[src/rtl/core/pgg_pkg.sv]
// ----------------------------------------------------------------------------
// pgg_pkg
// Shared widths, constants and control types of the prime gap generator.
// ----------------------------------------------------------------------------
`timescale 1ns / 1ps
`default_nettype none

package pgg_pkg;

  localparam int VALUE_BITS = 31;
  localparam int CAND_BITS  = VALUE_BITS + 1;
  localparam int DIV_BITS   = (VALUE_BITS + 1) / 2 + 1;
  localparam int SQ_BITS    = 2 * DIV_BITS;
  localparam int CNT_BITS   = $clog2(VALUE_BITS + 1);
  localparam int CFG_BITS   = 31;
  localparam int PRIME_BITS = 31;
  localparam int GAP_BITS   = 10;

  localparam logic [GAP_BITS-1:0]   GAP_MAX     = GAP_BITS'(1023);
  localparam logic [VALUE_BITS-1:0] LIMIT_RESET = VALUE_BITS'(100);
  localparam logic [CAND_BITS-1:0]  CAND_RESET  = CAND_BITS'(3);
  localparam logic [VALUE_BITS-1:0] PREV_RESET  = VALUE_BITS'(2);
  localparam logic [CAND_BITS-1:0]  SMALL_PRIME = CAND_BITS'(3);
  localparam logic [1:0]            MOD3_RESET  = 2'd0;
  localparam logic [1:0]            MOD3_LAST   = 2'd2;
  localparam logic [DIV_BITS-1:0]   D_INIT      = DIV_BITS'(5);
  localparam logic [DIV_BITS-1:0]   D_STEP      = DIV_BITS'(6);
  localparam logic [DIV_BITS-1:0]   D_PAIR      = DIV_BITS'(2);
  localparam logic [SQ_BITS-1:0]    SQ_INIT     = SQ_BITS'(25);
  localparam logic [SQ_BITS-1:0]    SQ_STEP_MUL = SQ_BITS'(12);
  localparam logic [SQ_BITS-1:0]    SQ_STEP_ADD = SQ_BITS'(36);

  typedef enum logic [1:0] {
    DIV_SEL_D,
    DIV_SEL_D2
  } div_sel_t;

  typedef enum logic [2:0] {
    ST_IDLE,
    ST_CHECK,
    ST_LOOP,
    ST_MODA,
    ST_MODB,
    ST_EMIT_PRIME,
    ST_EMIT_DONE
  } state_t;

  typedef struct packed {
    logic     load;
    logic     next_cand;
    logic     mod_start;
    div_sel_t div_sel;
    logic     init_d;
    logic     step_d;
    logic     emit_prime;
    logic     emit_done;
  } cmd_t;

  typedef struct packed {
    logic cand_gt_limit;
    logic cand_le3;
    logic cand_even;
    logic cand_div3;
    logic sq_gt_cand;
    logic mod_done;
    logic rem_zero;
    logic out_free;
  } sts_t;

endpackage

`default_nettype wire

[src/rtl/core/pgg_if.sv]
// ----------------------------------------------------------------------------
// pgg_if
// Request and result channel interfaces of the prime gap generator.
// ----------------------------------------------------------------------------
`timescale 1ns / 1ps
`default_nettype none

interface pgg_in_if;
  logic valid;
  logic ready;
  logic restart;

  modport source (output valid, output restart, input ready);
  modport sink   (input valid, input restart, output ready);
endinterface

interface pgg_out_if;
  logic        valid;
  logic        ready;
  logic [30:0] prime_found;
  logic [9:0]  gap;
  logic        done_res;

  modport source (output valid, output prime_found, output gap, output done_res,
                  input ready);
  modport sink   (input valid, input prime_found, input gap, input done_res,
                  output ready);
endinterface

`default_nettype wire

[src/rtl/core/pgg_mod_unit.sv]
// ----------------------------------------------------------------------------
// pgg_mod_unit
// Bit-serial restoring remainder unit, one dividend bit per cycle.
// ----------------------------------------------------------------------------
`timescale 1ns / 1ps
`default_nettype none

module pgg_mod_unit (
  input  wire logic                          clk,
  input  wire logic                          rst_n,
  input  wire logic                          start,
  input  wire logic [pgg_pkg::VALUE_BITS-1:0] dividend,
  input  wire logic [pgg_pkg::DIV_BITS-1:0]   divisor,
  output logic                               done,
  output logic                               rem_zero
);
  import pgg_pkg::*;

  logic                  busy_r;
  logic                  done_r;
  logic [CNT_BITS-1:0]   cnt_r;
  logic [VALUE_BITS-1:0] num_r;
  logic [DIV_BITS-1:0]   div_r;
  logic [DIV_BITS-1:0]   rem_r;
  logic [DIV_BITS:0]     trial;
  logic [DIV_BITS:0]     diff;

  assign trial = {rem_r, num_r[VALUE_BITS-1]};
  assign diff  = trial - {1'b0, div_r};

  always_ff @(posedge clk) begin
    if (!rst_n) begin
      busy_r <= 1'b0;
      done_r <= 1'b0;
      cnt_r  <= '0;
    end else begin
      done_r <= !start && busy_r && (cnt_r == CNT_BITS'(1));
      if (start) begin
        busy_r <= 1'b1;
        cnt_r  <= CNT_BITS'(VALUE_BITS);
      end else if (busy_r) begin
        cnt_r <= cnt_r - 1'b1;
        if (cnt_r == CNT_BITS'(1)) begin
          busy_r <= 1'b0;
        end
      end
    end
  end

  always_ff @(posedge clk) begin
    if (start) begin
      num_r <= dividend;
      div_r <= divisor;
      rem_r <= '0;
    end else if (busy_r) begin
      num_r <= {num_r[VALUE_BITS-2:0], 1'b0};
      if (!diff[DIV_BITS]) begin
        rem_r <= diff[DIV_BITS-1:0];
      end else begin
        rem_r <= trial[DIV_BITS-1:0];
      end
    end
  end

  assign done     = done_r;
  assign rem_zero = (rem_r == '0);

endmodule

`default_nettype wire

[src/rtl/core/pgg_datapath.sv]
// ----------------------------------------------------------------------------
// pgg_datapath
// Scan state, divisor sequence, remainder unit and result word register.
// ----------------------------------------------------------------------------
`timescale 1ns / 1ps
`default_nettype none

module pgg_datapath (
  input  wire logic                          clk,
  input  wire logic                          rst_n,
  input  wire logic                          cfg_wr_en,
  input  wire logic [pgg_pkg::CFG_BITS-1:0]   cfg_wr_data,
  input  wire logic                          in_restart,
  input  wire pgg_pkg::cmd_t                 cmd,
  output pgg_pkg::sts_t                      sts,
  output logic                               out_valid,
  input  wire logic                          out_ready,
  output logic [pgg_pkg::PRIME_BITS-1:0]      out_prime_found,
  output logic [pgg_pkg::GAP_BITS-1:0]        out_gap,
  output logic                               out_done_res
);
  import pgg_pkg::*;

  logic [VALUE_BITS-1:0] limit_r;
  logic [CAND_BITS-1:0]  cand_r, cand_nxt;
  logic [1:0]            cand_mod3_r, cand_mod3_nxt;
  logic [VALUE_BITS-1:0] prev_r, prev_nxt;
  logic [DIV_BITS-1:0]   d_r, d_nxt;
  logic [SQ_BITS-1:0]    sq_r, sq_nxt;
  logic                  out_valid_r, out_valid_nxt;
  logic [PRIME_BITS-1:0] out_prime_r;
  logic [GAP_BITS-1:0]   out_gap_r;
  logic                  out_done_r;

  logic [CAND_BITS-1:0]  gap_diff;
  logic [GAP_BITS-1:0]   gap_sat;
  logic [DIV_BITS-1:0]   divisor;
  logic                  mod_done;
  logic                  rem_zero;

  always_comb begin
    case (cmd.div_sel)
      DIV_SEL_D:  divisor = d_r;
      DIV_SEL_D2: divisor = d_r + D_PAIR;
      default:    divisor = d_r;
    endcase
  end

  pgg_mod_unit u_mod (
    .clk      (clk),
    .rst_n    (rst_n),
    .start    (cmd.mod_start),
    .dividend (cand_r[VALUE_BITS-1:0]),
    .divisor  (divisor),
    .done     (mod_done),
    .rem_zero (rem_zero)
  );

  assign gap_diff = cand_r - {1'b0, prev_r};
  assign gap_sat  = (gap_diff > CAND_BITS'(GAP_MAX)) ? GAP_MAX : gap_diff[GAP_BITS-1:0];

  // candidate residue mod 3 follows the candidate
  always_comb begin
    cand_nxt      = cand_r;
    cand_mod3_nxt = cand_mod3_r;
    prev_nxt      = prev_r;
    if (cmd.load && in_restart) begin
      cand_nxt      = CAND_RESET;
      cand_mod3_nxt = MOD3_RESET;
      prev_nxt      = PREV_RESET;
    end else if (cmd.next_cand || cmd.emit_prime) begin
      cand_nxt      = cand_r + 1'b1;
      cand_mod3_nxt = (cand_mod3_r == MOD3_LAST) ? 2'd0 : cand_mod3_r + 1'b1;
    end
    if (cmd.emit_prime) begin
      prev_nxt = cand_r[VALUE_BITS-1:0];
    end
  end

  always_comb begin
    d_nxt  = d_r;
    sq_nxt = sq_r;
    if (cmd.init_d) begin
      d_nxt  = D_INIT;
      sq_nxt = SQ_INIT;
    end else if (cmd.step_d) begin
      d_nxt  = d_r + D_STEP;
      sq_nxt = sq_r + SQ_STEP_MUL * SQ_BITS'(d_r) + SQ_STEP_ADD;
    end
  end

  always_comb begin
    out_valid_nxt = out_valid_r;
    if (out_ready) begin
      out_valid_nxt = 1'b0;
    end
    if (cmd.emit_prime || cmd.emit_done) begin
      out_valid_nxt = 1'b1;
    end
  end

  always_ff @(posedge clk) begin
    if (!rst_n) begin
      limit_r     <= LIMIT_RESET;
      cand_r      <= CAND_RESET;
      cand_mod3_r <= MOD3_RESET;
      prev_r      <= PREV_RESET;
      out_valid_r <= 1'b0;
    end else begin
      if (cfg_wr_en) begin
        limit_r <= cfg_wr_data[VALUE_BITS-1:0];
      end
      cand_r      <= cand_nxt;
      cand_mod3_r <= cand_mod3_nxt;
      prev_r      <= prev_nxt;
      out_valid_r <= out_valid_nxt;
    end
  end

  always_ff @(posedge clk) begin
    d_r  <= d_nxt;
    sq_r <= sq_nxt;
    if (cmd.emit_prime) begin
      out_prime_r <= PRIME_BITS'(cand_r[VALUE_BITS-1:0]);
      out_gap_r   <= gap_sat;
      out_done_r  <= 1'b0;
    end else if (cmd.emit_done) begin
      out_prime_r <= '0;
      out_gap_r   <= '0;
      out_done_r  <= 1'b1;
    end
  end

  assign sts.cand_gt_limit = (cand_r > {1'b0, limit_r});
  assign sts.cand_le3      = (cand_r <= SMALL_PRIME);
  assign sts.cand_even     = ~cand_r[0];
  assign sts.cand_div3     = (cand_mod3_r == MOD3_RESET);
  assign sts.sq_gt_cand    = (sq_r > SQ_BITS'(cand_r));
  assign sts.mod_done      = mod_done;
  assign sts.rem_zero      = rem_zero;
  assign sts.out_free      = ~out_valid_r | out_ready;

  assign out_valid       = out_valid_r;
  assign out_prime_found = out_prime_r;
  assign out_gap         = out_gap_r;
  assign out_done_res    = out_done_r;

endmodule

`default_nettype wire

[src/rtl/core/pgg_ctrl.sv]
// ----------------------------------------------------------------------------
// pgg_ctrl
// Scan sequencer: candidate checks, trial division order, result hand-off.
// ----------------------------------------------------------------------------
`timescale 1ns / 1ps
`default_nettype none

module pgg_ctrl (
  input  wire logic          clk,
  input  wire logic          rst_n,
  input  wire logic          in_valid,
  output logic               in_ready,
  input  wire pgg_pkg::sts_t sts,
  output pgg_pkg::cmd_t      cmd
);
  import pgg_pkg::*;

  state_t state_r, state_nxt;

  always_ff @(posedge clk) begin
    if (!rst_n) begin
      state_r <= ST_IDLE;
    end else begin
      state_r <= state_nxt;
    end
  end

  always_comb begin
    state_nxt = state_r;
    case (state_r)
      ST_IDLE: begin
        if (in_valid) state_nxt = ST_CHECK;
      end
      ST_CHECK: begin
        if (sts.cand_gt_limit)                   state_nxt = ST_EMIT_DONE;
        else if (sts.cand_le3)                   state_nxt = ST_EMIT_PRIME;
        else if (sts.cand_even || sts.cand_div3) state_nxt = ST_CHECK;
        else                                     state_nxt = ST_LOOP;
      end
      ST_LOOP: begin
        state_nxt = sts.sq_gt_cand ? ST_EMIT_PRIME : ST_MODA;
      end
      ST_MODA: begin
        if (sts.mod_done) state_nxt = sts.rem_zero ? ST_CHECK : ST_MODB;
      end
      ST_MODB: begin
        if (sts.mod_done) state_nxt = sts.rem_zero ? ST_CHECK : ST_LOOP;
      end
      ST_EMIT_PRIME, ST_EMIT_DONE: begin
        if (sts.out_free) state_nxt = ST_IDLE;
      end
      default: state_nxt = ST_IDLE;
    endcase
  end

  always_comb begin
    cmd      = '0;
    cmd.div_sel = DIV_SEL_D;
    in_ready = 1'b0;
    case (state_r)
      ST_IDLE: begin
        in_ready = 1'b1;
        cmd.load = in_valid;
      end
      ST_CHECK: begin
        if (!sts.cand_gt_limit && !sts.cand_le3) begin
          if (sts.cand_even || sts.cand_div3) begin
            cmd.next_cand = 1'b1;
          end else begin
            cmd.init_d = 1'b1;
          end
        end
      end
      ST_LOOP: begin
        if (!sts.sq_gt_cand) begin
          cmd.mod_start = 1'b1;
          cmd.div_sel   = DIV_SEL_D;
        end
      end
      ST_MODA: begin
        if (sts.mod_done) begin
          cmd.next_cand = sts.rem_zero;
          cmd.mod_start = ~sts.rem_zero;
          cmd.div_sel   = DIV_SEL_D2;
        end
      end
      ST_MODB: begin
        if (sts.mod_done) begin
          cmd.next_cand = sts.rem_zero;
          cmd.step_d    = ~sts.rem_zero;
        end
      end
      ST_EMIT_PRIME: cmd.emit_prime = sts.out_free;
      ST_EMIT_DONE:  cmd.emit_done  = sts.out_free;
      default: ;
    endcase
  end

endmodule

`default_nettype wire

[src/rtl/core/prime_gap_generator_top.sv]
// ----------------------------------------------------------------------------
// prime_gap_generator_top
// Prime gap generator: trial-division scan, one result word per request.
// ----------------------------------------------------------------------------
// Usage:
//   in_if  : request word, restart = 1 restarts the scan at 3 (previous 2).
//   out_if : result word {prime_found, gap, done_res}; done_res = 1 with zero
//            prime and gap when no prime remains at or below the limit.
//   cfg_wr_en / cfg_wr_data : upper_limit, to be written only while idle;
//            the user is bound to this, the block itself does not enforce it.
// Scan: each candidate passes the check state, which also drops even values
//   and multiples of 3. Others step through divisor pairs 6k-1, 6k+1 up to
//   sqrt(n), each a loop state plus two passes of the shared bit-serial
//   remainder unit; a prime then takes one more loop state and an emit
//   state. On a limit already passed, the check and emit-done states load
//   the result word. One request runs at a time; the next is accepted once
//   the controller returns to idle after loading the result word.
// The result register holds a word while the receiver stalls; the next
//   request is accepted and scanned meanwhile, and its result waits until
//   the held word is taken; no further request is accepted until then.
// Reset: limit 100, candidate 3, previous prime 2, no result pending.
// ----------------------------------------------------------------------------
`timescale 1ns / 1ps
`default_nettype none

module prime_gap_generator_top (
  input  wire logic                        clk,
  input  wire logic                        rst_n,
  input  wire logic                        cfg_wr_en,
  input  wire logic [pgg_pkg::CFG_BITS-1:0] cfg_wr_data,
  pgg_in_if.sink                           in_if,
  pgg_out_if.source                        out_if
);
  import pgg_pkg::*;

  cmd_t cmd;
  sts_t sts;

  pgg_ctrl u_ctrl (
    .clk      (clk),
    .rst_n    (rst_n),
    .in_valid (in_if.valid),
    .in_ready (in_if.ready),
    .sts      (sts),
    .cmd      (cmd)
  );

  pgg_datapath u_dp (
    .clk             (clk),
    .rst_n           (rst_n),
    .cfg_wr_en       (cfg_wr_en),
    .cfg_wr_data     (cfg_wr_data),
    .in_restart      (in_if.restart),
    .cmd             (cmd),
    .sts             (sts),
    .out_valid       (out_if.valid),
    .out_ready       (out_if.ready),
    .out_prime_found (out_if.prime_found),
    .out_gap         (out_if.gap),
    .out_done_res    (out_if.done_res)
  );

endmodule

`default_nettype wire

[src/flat_wrapper.sv]
// flat-port wrapper written by rule: the top's interface ports become plain ports
module prime_gap_generator_top_flat import pgg_pkg::*;
  (clk, rst_n, cfg_wr_en, cfg_wr_data, in_if_valid, in_if_restart, in_if_ready, out_if_valid, out_if_prime_found, out_if_gap, out_if_done_res, out_if_ready);
  pgg_in_if in_if_i ();
  pgg_out_if out_if_i ();
  input  wire logic clk;
  input  wire logic rst_n;
  input  wire logic cfg_wr_en;
  input  wire logic [pgg_pkg::CFG_BITS-1:0] cfg_wr_data;
  input wire logic [$bits(in_if_i.valid)-1:0] in_if_valid;
  input wire logic [$bits(in_if_i.restart)-1:0] in_if_restart;
  output wire logic [$bits(in_if_i.ready)-1:0] in_if_ready;
  output wire logic [$bits(out_if_i.valid)-1:0] out_if_valid;
  output wire logic [$bits(out_if_i.prime_found)-1:0] out_if_prime_found;
  output wire logic [$bits(out_if_i.gap)-1:0] out_if_gap;
  output wire logic [$bits(out_if_i.done_res)-1:0] out_if_done_res;
  input wire logic [$bits(out_if_i.ready)-1:0] out_if_ready;
  assign in_if_i.valid = in_if_valid;
  assign in_if_i.restart = in_if_restart;
  assign in_if_ready = in_if_i.ready;
  assign out_if_valid = out_if_i.valid;
  assign out_if_prime_found = out_if_i.prime_found;
  assign out_if_gap = out_if_i.gap;
  assign out_if_done_res = out_if_i.done_res;
  assign out_if_i.ready = out_if_ready;
  prime_gap_generator_top u_core (.clk(clk), .rst_n(rst_n), .cfg_wr_en(cfg_wr_en), .cfg_wr_data(cfg_wr_data), .in_if(in_if_i), .out_if(out_if_i));
endmodule
[config.mk]
export PLATFORM = sky130hd
export DESIGN_NAME = prime_gap_generator_top_flat
export DESIGN_NICKNAME = d
export VERILOG_FILES = /design/src/rtl/core/pgg_pkg.sv /design/src/rtl/core/pgg_if.sv /design/src/rtl/core/pgg_mod_unit.sv /design/src/rtl/core/pgg_datapath.sv /design/src/rtl/core/pgg_ctrl.sv /design/src/rtl/core/prime_gap_generator_top.sv /design/src/flat_wrapper.sv
export SDC_FILE = /design/constraint.sdc
export NUM_CORES = 1
export LEC_CHECK = 0
export ABC_AREA = 1
export BUFFER_PORTS_ARGS = -buffer_cell sky130_fd_sc_hd__buf_4
export CORE_ASPECT_RATIO = 0.75
export CORE_MARGIN = 2
export CORE_UTILIZATION = 50
export CTS_CLUSTER_SIZE = 8
export DETAILED_ROUTE_END_ITERATION = 7
export HOLD_SLACK_MARGIN = 0.02
export PLACE_DENSITY = 0.67
export SLEW_MARGIN = 10
export SYNTH_ARGS = -nofsm -noshare
export SYNTH_HDL_FRONTEND = slang
export SYNTH_SLANG_ARGS = --single-unit
[constraint.sdc]
create_clock -name clk -period 4.8 [get_ports clk]
set_input_delay 1.44 -clock clk [delete_from_list [all_inputs] [get_ports clk]]
set_output_delay 1.44 -clock clk [all_outputs]
set_load 0.005 [all_outputs]
==> impl_metrics.csv <==
group,metric,value,unit
clocking,cts.clk_slew.worst_paths,0.05,ns
power_and_ir_drop,clockPowerShare,0.423,
power_and_ir_drop,p_comb_frac,0.163,
synthesis,async_flop_share,0,
worst_hold_path,min_path_type,"reg -> reg",
die,dieArea,37520,sq um
flow_run,maxCapViolations,0,
critical_path,critical_path_required,5.21,ns
place,preCtsSetupSlack,0.4720,ns
die,rows,60,
synthesis,synth.distinct_cells,55,
critical_path,crit_chain,"inv_1, fa_1, inv_1, nand3_1, nand2_1, a21oi_1, o21ai_0, a31oi_1, o21ai_0, xor2_1, ha_1, ha_1, nand2_1, nor3_1, nand4_1, nand3_1, nand2_1, nand2_1, nand4_1, nor3_1, nor2_1, o21ai_0, inv_1",
die,die_h,168.3,um
sta,rsz0062_at_grt,"false",
synthesis,syn_inst,2513,
synthesis,synth_ff_type,"dfxtp_1",
cells_and_area,area_growth,12.29,%
power_and_ir_drop,p_sw,1.619,mW
route,routed_via_density,5.408,
clocking,numClockSinks,260,
die,fp.coreArea,35660,sq um
critical_path,cp_slowest_cell,"fa_1",
grt,grt_max_degree,63,
sta,drv_slew,0,
clocking,clk_latency,0.53,ns
critical_path,critical_path_class,"reg -> reg",
place,place_congestion,0.9235,
grt,grt_pass1_wl,81410,um
place,hpwl,40430,um
power_and_ir_drop,p_int,4.133,mW
route,final_antenna_net_count,0,
sta,fin_crit_sh,0.9190,
route,wl_per_cell,16.61,um
synthesis,seq_area_frac_synth,0.3383,
synthesis,yosys_warnings,0,
route,drcViolationCount,0,
power_and_ir_drop,leakagePower,9.707,nW
die,initial_utilization,0.5044,
die,ios,81,
clocking,clk_path_buf_depth,3,
critical_path,slowest_delay,0.49,ns
clocking,cts_hold_buf,0,
sta,setup_slack,0.3889,ns
synthesis,synthTopCellsByArea,"dfxtp_1 (19%), edfxtp_1 (15%), nand2_1 (13%)",
run_status,status,"finished, final reports clean",
power_and_ir_drop,ir_drop,0.2252,mV
sta,period_needed,4.411,ns
place,portBuffers,80,
synthesis,avgSynthCellArea,7.158,sq um
route,drtPass1Iterations,5,
synthesis,synth_top_area_share,0.1914,
sta,setup_viol,0,
die,die_x,223.0,um
critical_path,path_buf_inv,3,
grt,grt-ovfl-total,0,
critical_path,cp_top_family,"simple AND/OR/NAND/NOR gates",
cells_and_area,final_common_cell,"nand2_1",
sta,fmax,226.7,MHz
route,drt_wl_total,51410,um
critical_path,worst-endpoint-arrival,4.83,ns
synthesis,netlist_area,17990,sq um
sta,relSlewSlack,0.2838,
cells_and_area,n_antenna_cell,0,
critical_path,cpMostUsedCell,"nand2_1",
cells_and_area,layout-drive-gt1-share,0.07909,
cells_and_area,fin_nets,2814,
critical_path,critPathMaxFanout,7,
critical_path,cp-start-kind,"flop",
critical_path,crit_path_end_kind,"flop",
clocking,cts_buffers,38,
sta,finalHoldViolCount,0,
clocking,post_cts_buffers,0,
grt,grt_pass1_vias,14909,
critical_path,r2r_setup_slack,0.39,ns
clocking,htree_num_levels,2,
sta,tns,0,ns
power_and_ir_drop,netSwitchingFraction,0.2815,
sta,fin_worst_skew,0.02140,ns
clocking,cts-root-buf,"clkbuf_16",
grt,antenna_found_initial,0,
sta,hold_slack,0.4591,ns
clocking,cts_tree,"yes",
synthesis,synth_top_area_cell,"dfxtp_1",
power_and_ir_drop,p_per_area,284.8,nW/um^2
route,vias,16738,
power_and_ir_drop,sequentialPowerShare,0.414,
route,drtIter0Drc,1542,
synthesis,ys_ff_latch,260,
synthesis,syn-num-nets,2720,
synthesis,synth_edf_count,88,
clocking,ctsResizeCount,0,
grt,grt_use_total,0.2724,
cells_and_area,layout_common_cells,"nand2_1 (603), inv_1 (372), nor2_1 (233), a21oi_1 (200), dfxtp_1 (172)",
sta,tightest_slew,1.072,ns
[worst register-to-register path: stages, from the launching register on]
cell,delay [ns]
dfxtp_1,0.46
inv_1,0.20
fa_1,0.49
inv_1,0.08
nand3_1,0.08
nand2_1,0.10
a21oi_1,0.07
o21ai_0,0.27
a31oi_1,0.14
o21ai_0,0.22
xor2_1,0.18
ha_1,0.25
ha_1,0.35
nand2_1,0.12
nor3_1,0.24
nand4_1,0.12
nand3_1,0.15
nand2_1,0.08
nand2_1,0.12
nand4_1,0.15
nor3_1,0.22
nor2_1,0.05
o21ai_0,0.09
inv_1,0.06
[layer usage]
layer  vias to the layer above  wire, um  global-route usage
met5                         -         0                   0
met4                         0       980             0.06420
met3                        67      4627             0.05759
met2                       599     19480              0.3656
met1                      7626     26330              0.4338
li1                       8446         -                   -
[power by group through the flow]
| stage | logic [mW] | clock network (mW) | registers (mW) |
|---|---|---|---|
| final | 0.939 | 2.43 | 2.38 |
| after global routing | 1.06 | 2.56 | 2.39 |
| after CTS | 0.934 | 2.47 | 2.38 |
| after detailed placement | 0.929 | 0 | 2.42 |
| after global placement | 0.911 | 0 | 2.42 |
| after floorplan | 0.668 | 0 | 2.42 |
[synthesized netlist by cell type, types with 40 or more instances]
cell	count
a21oi_1	200
dfxtp_1	172
edfxtp_1	88
ha_1	166
inv_1	372
nand2_1	604
nand3_1	93
nand4_1	82
nor2_1	233
nor3_1	40
o21ai_0	138
xor2_1	71
[path summary, 6_finish.rpt]
kind / depth (start not counted) / from / endpoint
min: 2 / u_core.u_dp.sq_r[33] / u_core.u_dp.sq_r[33]
min reg2reg: 2 / u_core.u_dp.sq_r[33] / u_core.u_dp.sq_r[33]
max reg2reg: 23 / u_core.u_dp.d_r[1] / u_core.u_dp.sq_r[31]
max: 23 / u_core.u_dp.d_r[1] / u_core.u_dp.sq_r[31]
[state kept, by name, summed over array words and instances, names as in the netlist]
register	flops
u_core.u_ctrl.state_r	3
u_core.u_dp.cand_mod3_r	2
u_core.u_dp.cand_r	32
u_core.u_dp.d_r	16
u_core.u_dp.limit_r	31
u_core.u_dp.out_done_res	1
u_core.u_dp.out_gap	10
u_core.u_dp.out_prime_found	31
u_core.u_dp.out_valid	1
u_core.u_dp.prev_r	31
u_core.u_dp.sq_r	31
u_core.u_dp.u_mod.busy_r	1
u_core.u_dp.u_mod.cnt_r	5
u_core.u_dp.u_mod.div_r	16
u_core.u_dp.u_mod.done	1
u_core.u_dp.u_mod.num_r	31
u_core.u_dp.u_mod.rem_r	17
[cell families (layout without fill, tap and decap cells)]
group / count (synthesis) / in the layout / synth area share
simple gates: 1121 / 1121 / 0.2715
buf+inv: 442 / 559 / 0.09418
compound gates: 420 / 420 / 0.1274
flops: 260 / 260 / 0.3383
fa+ha+maj: 170 / 170 / 0.1199
xor+xnor: 100 / 100 / 0.04869
[area by class of cell]
class,count,area (sq um)
Fill cell,3365,15460
Multi-Input combinational cell,1811,10210
Sequential cell,260,6086
Tap cell,465,581.8
Clock buffer,61,1037
Inverter,389,1460
Timing Repair Buffer,107,803.3
Clock inverter,2,20.02
[per-stage QoR]
stage / power, mW / cells / instance area [sq um] / utilization
after floorplan: 3.085 / 2513 / 17990 / -
after global placement: 3.333 / 3032 / 19140 / 0.5368
after detailed placement: 3.354 / 3032 / 19140 / 0.5368
after CTS: 5.781 / 3095 / 20200 / 0.5664
after global routing: 6.013 / 3095 / 20200 / 0.5664
final: 5.752 / 3095 / 20200 / 0.5664
(Power assumes the default switching activity.)
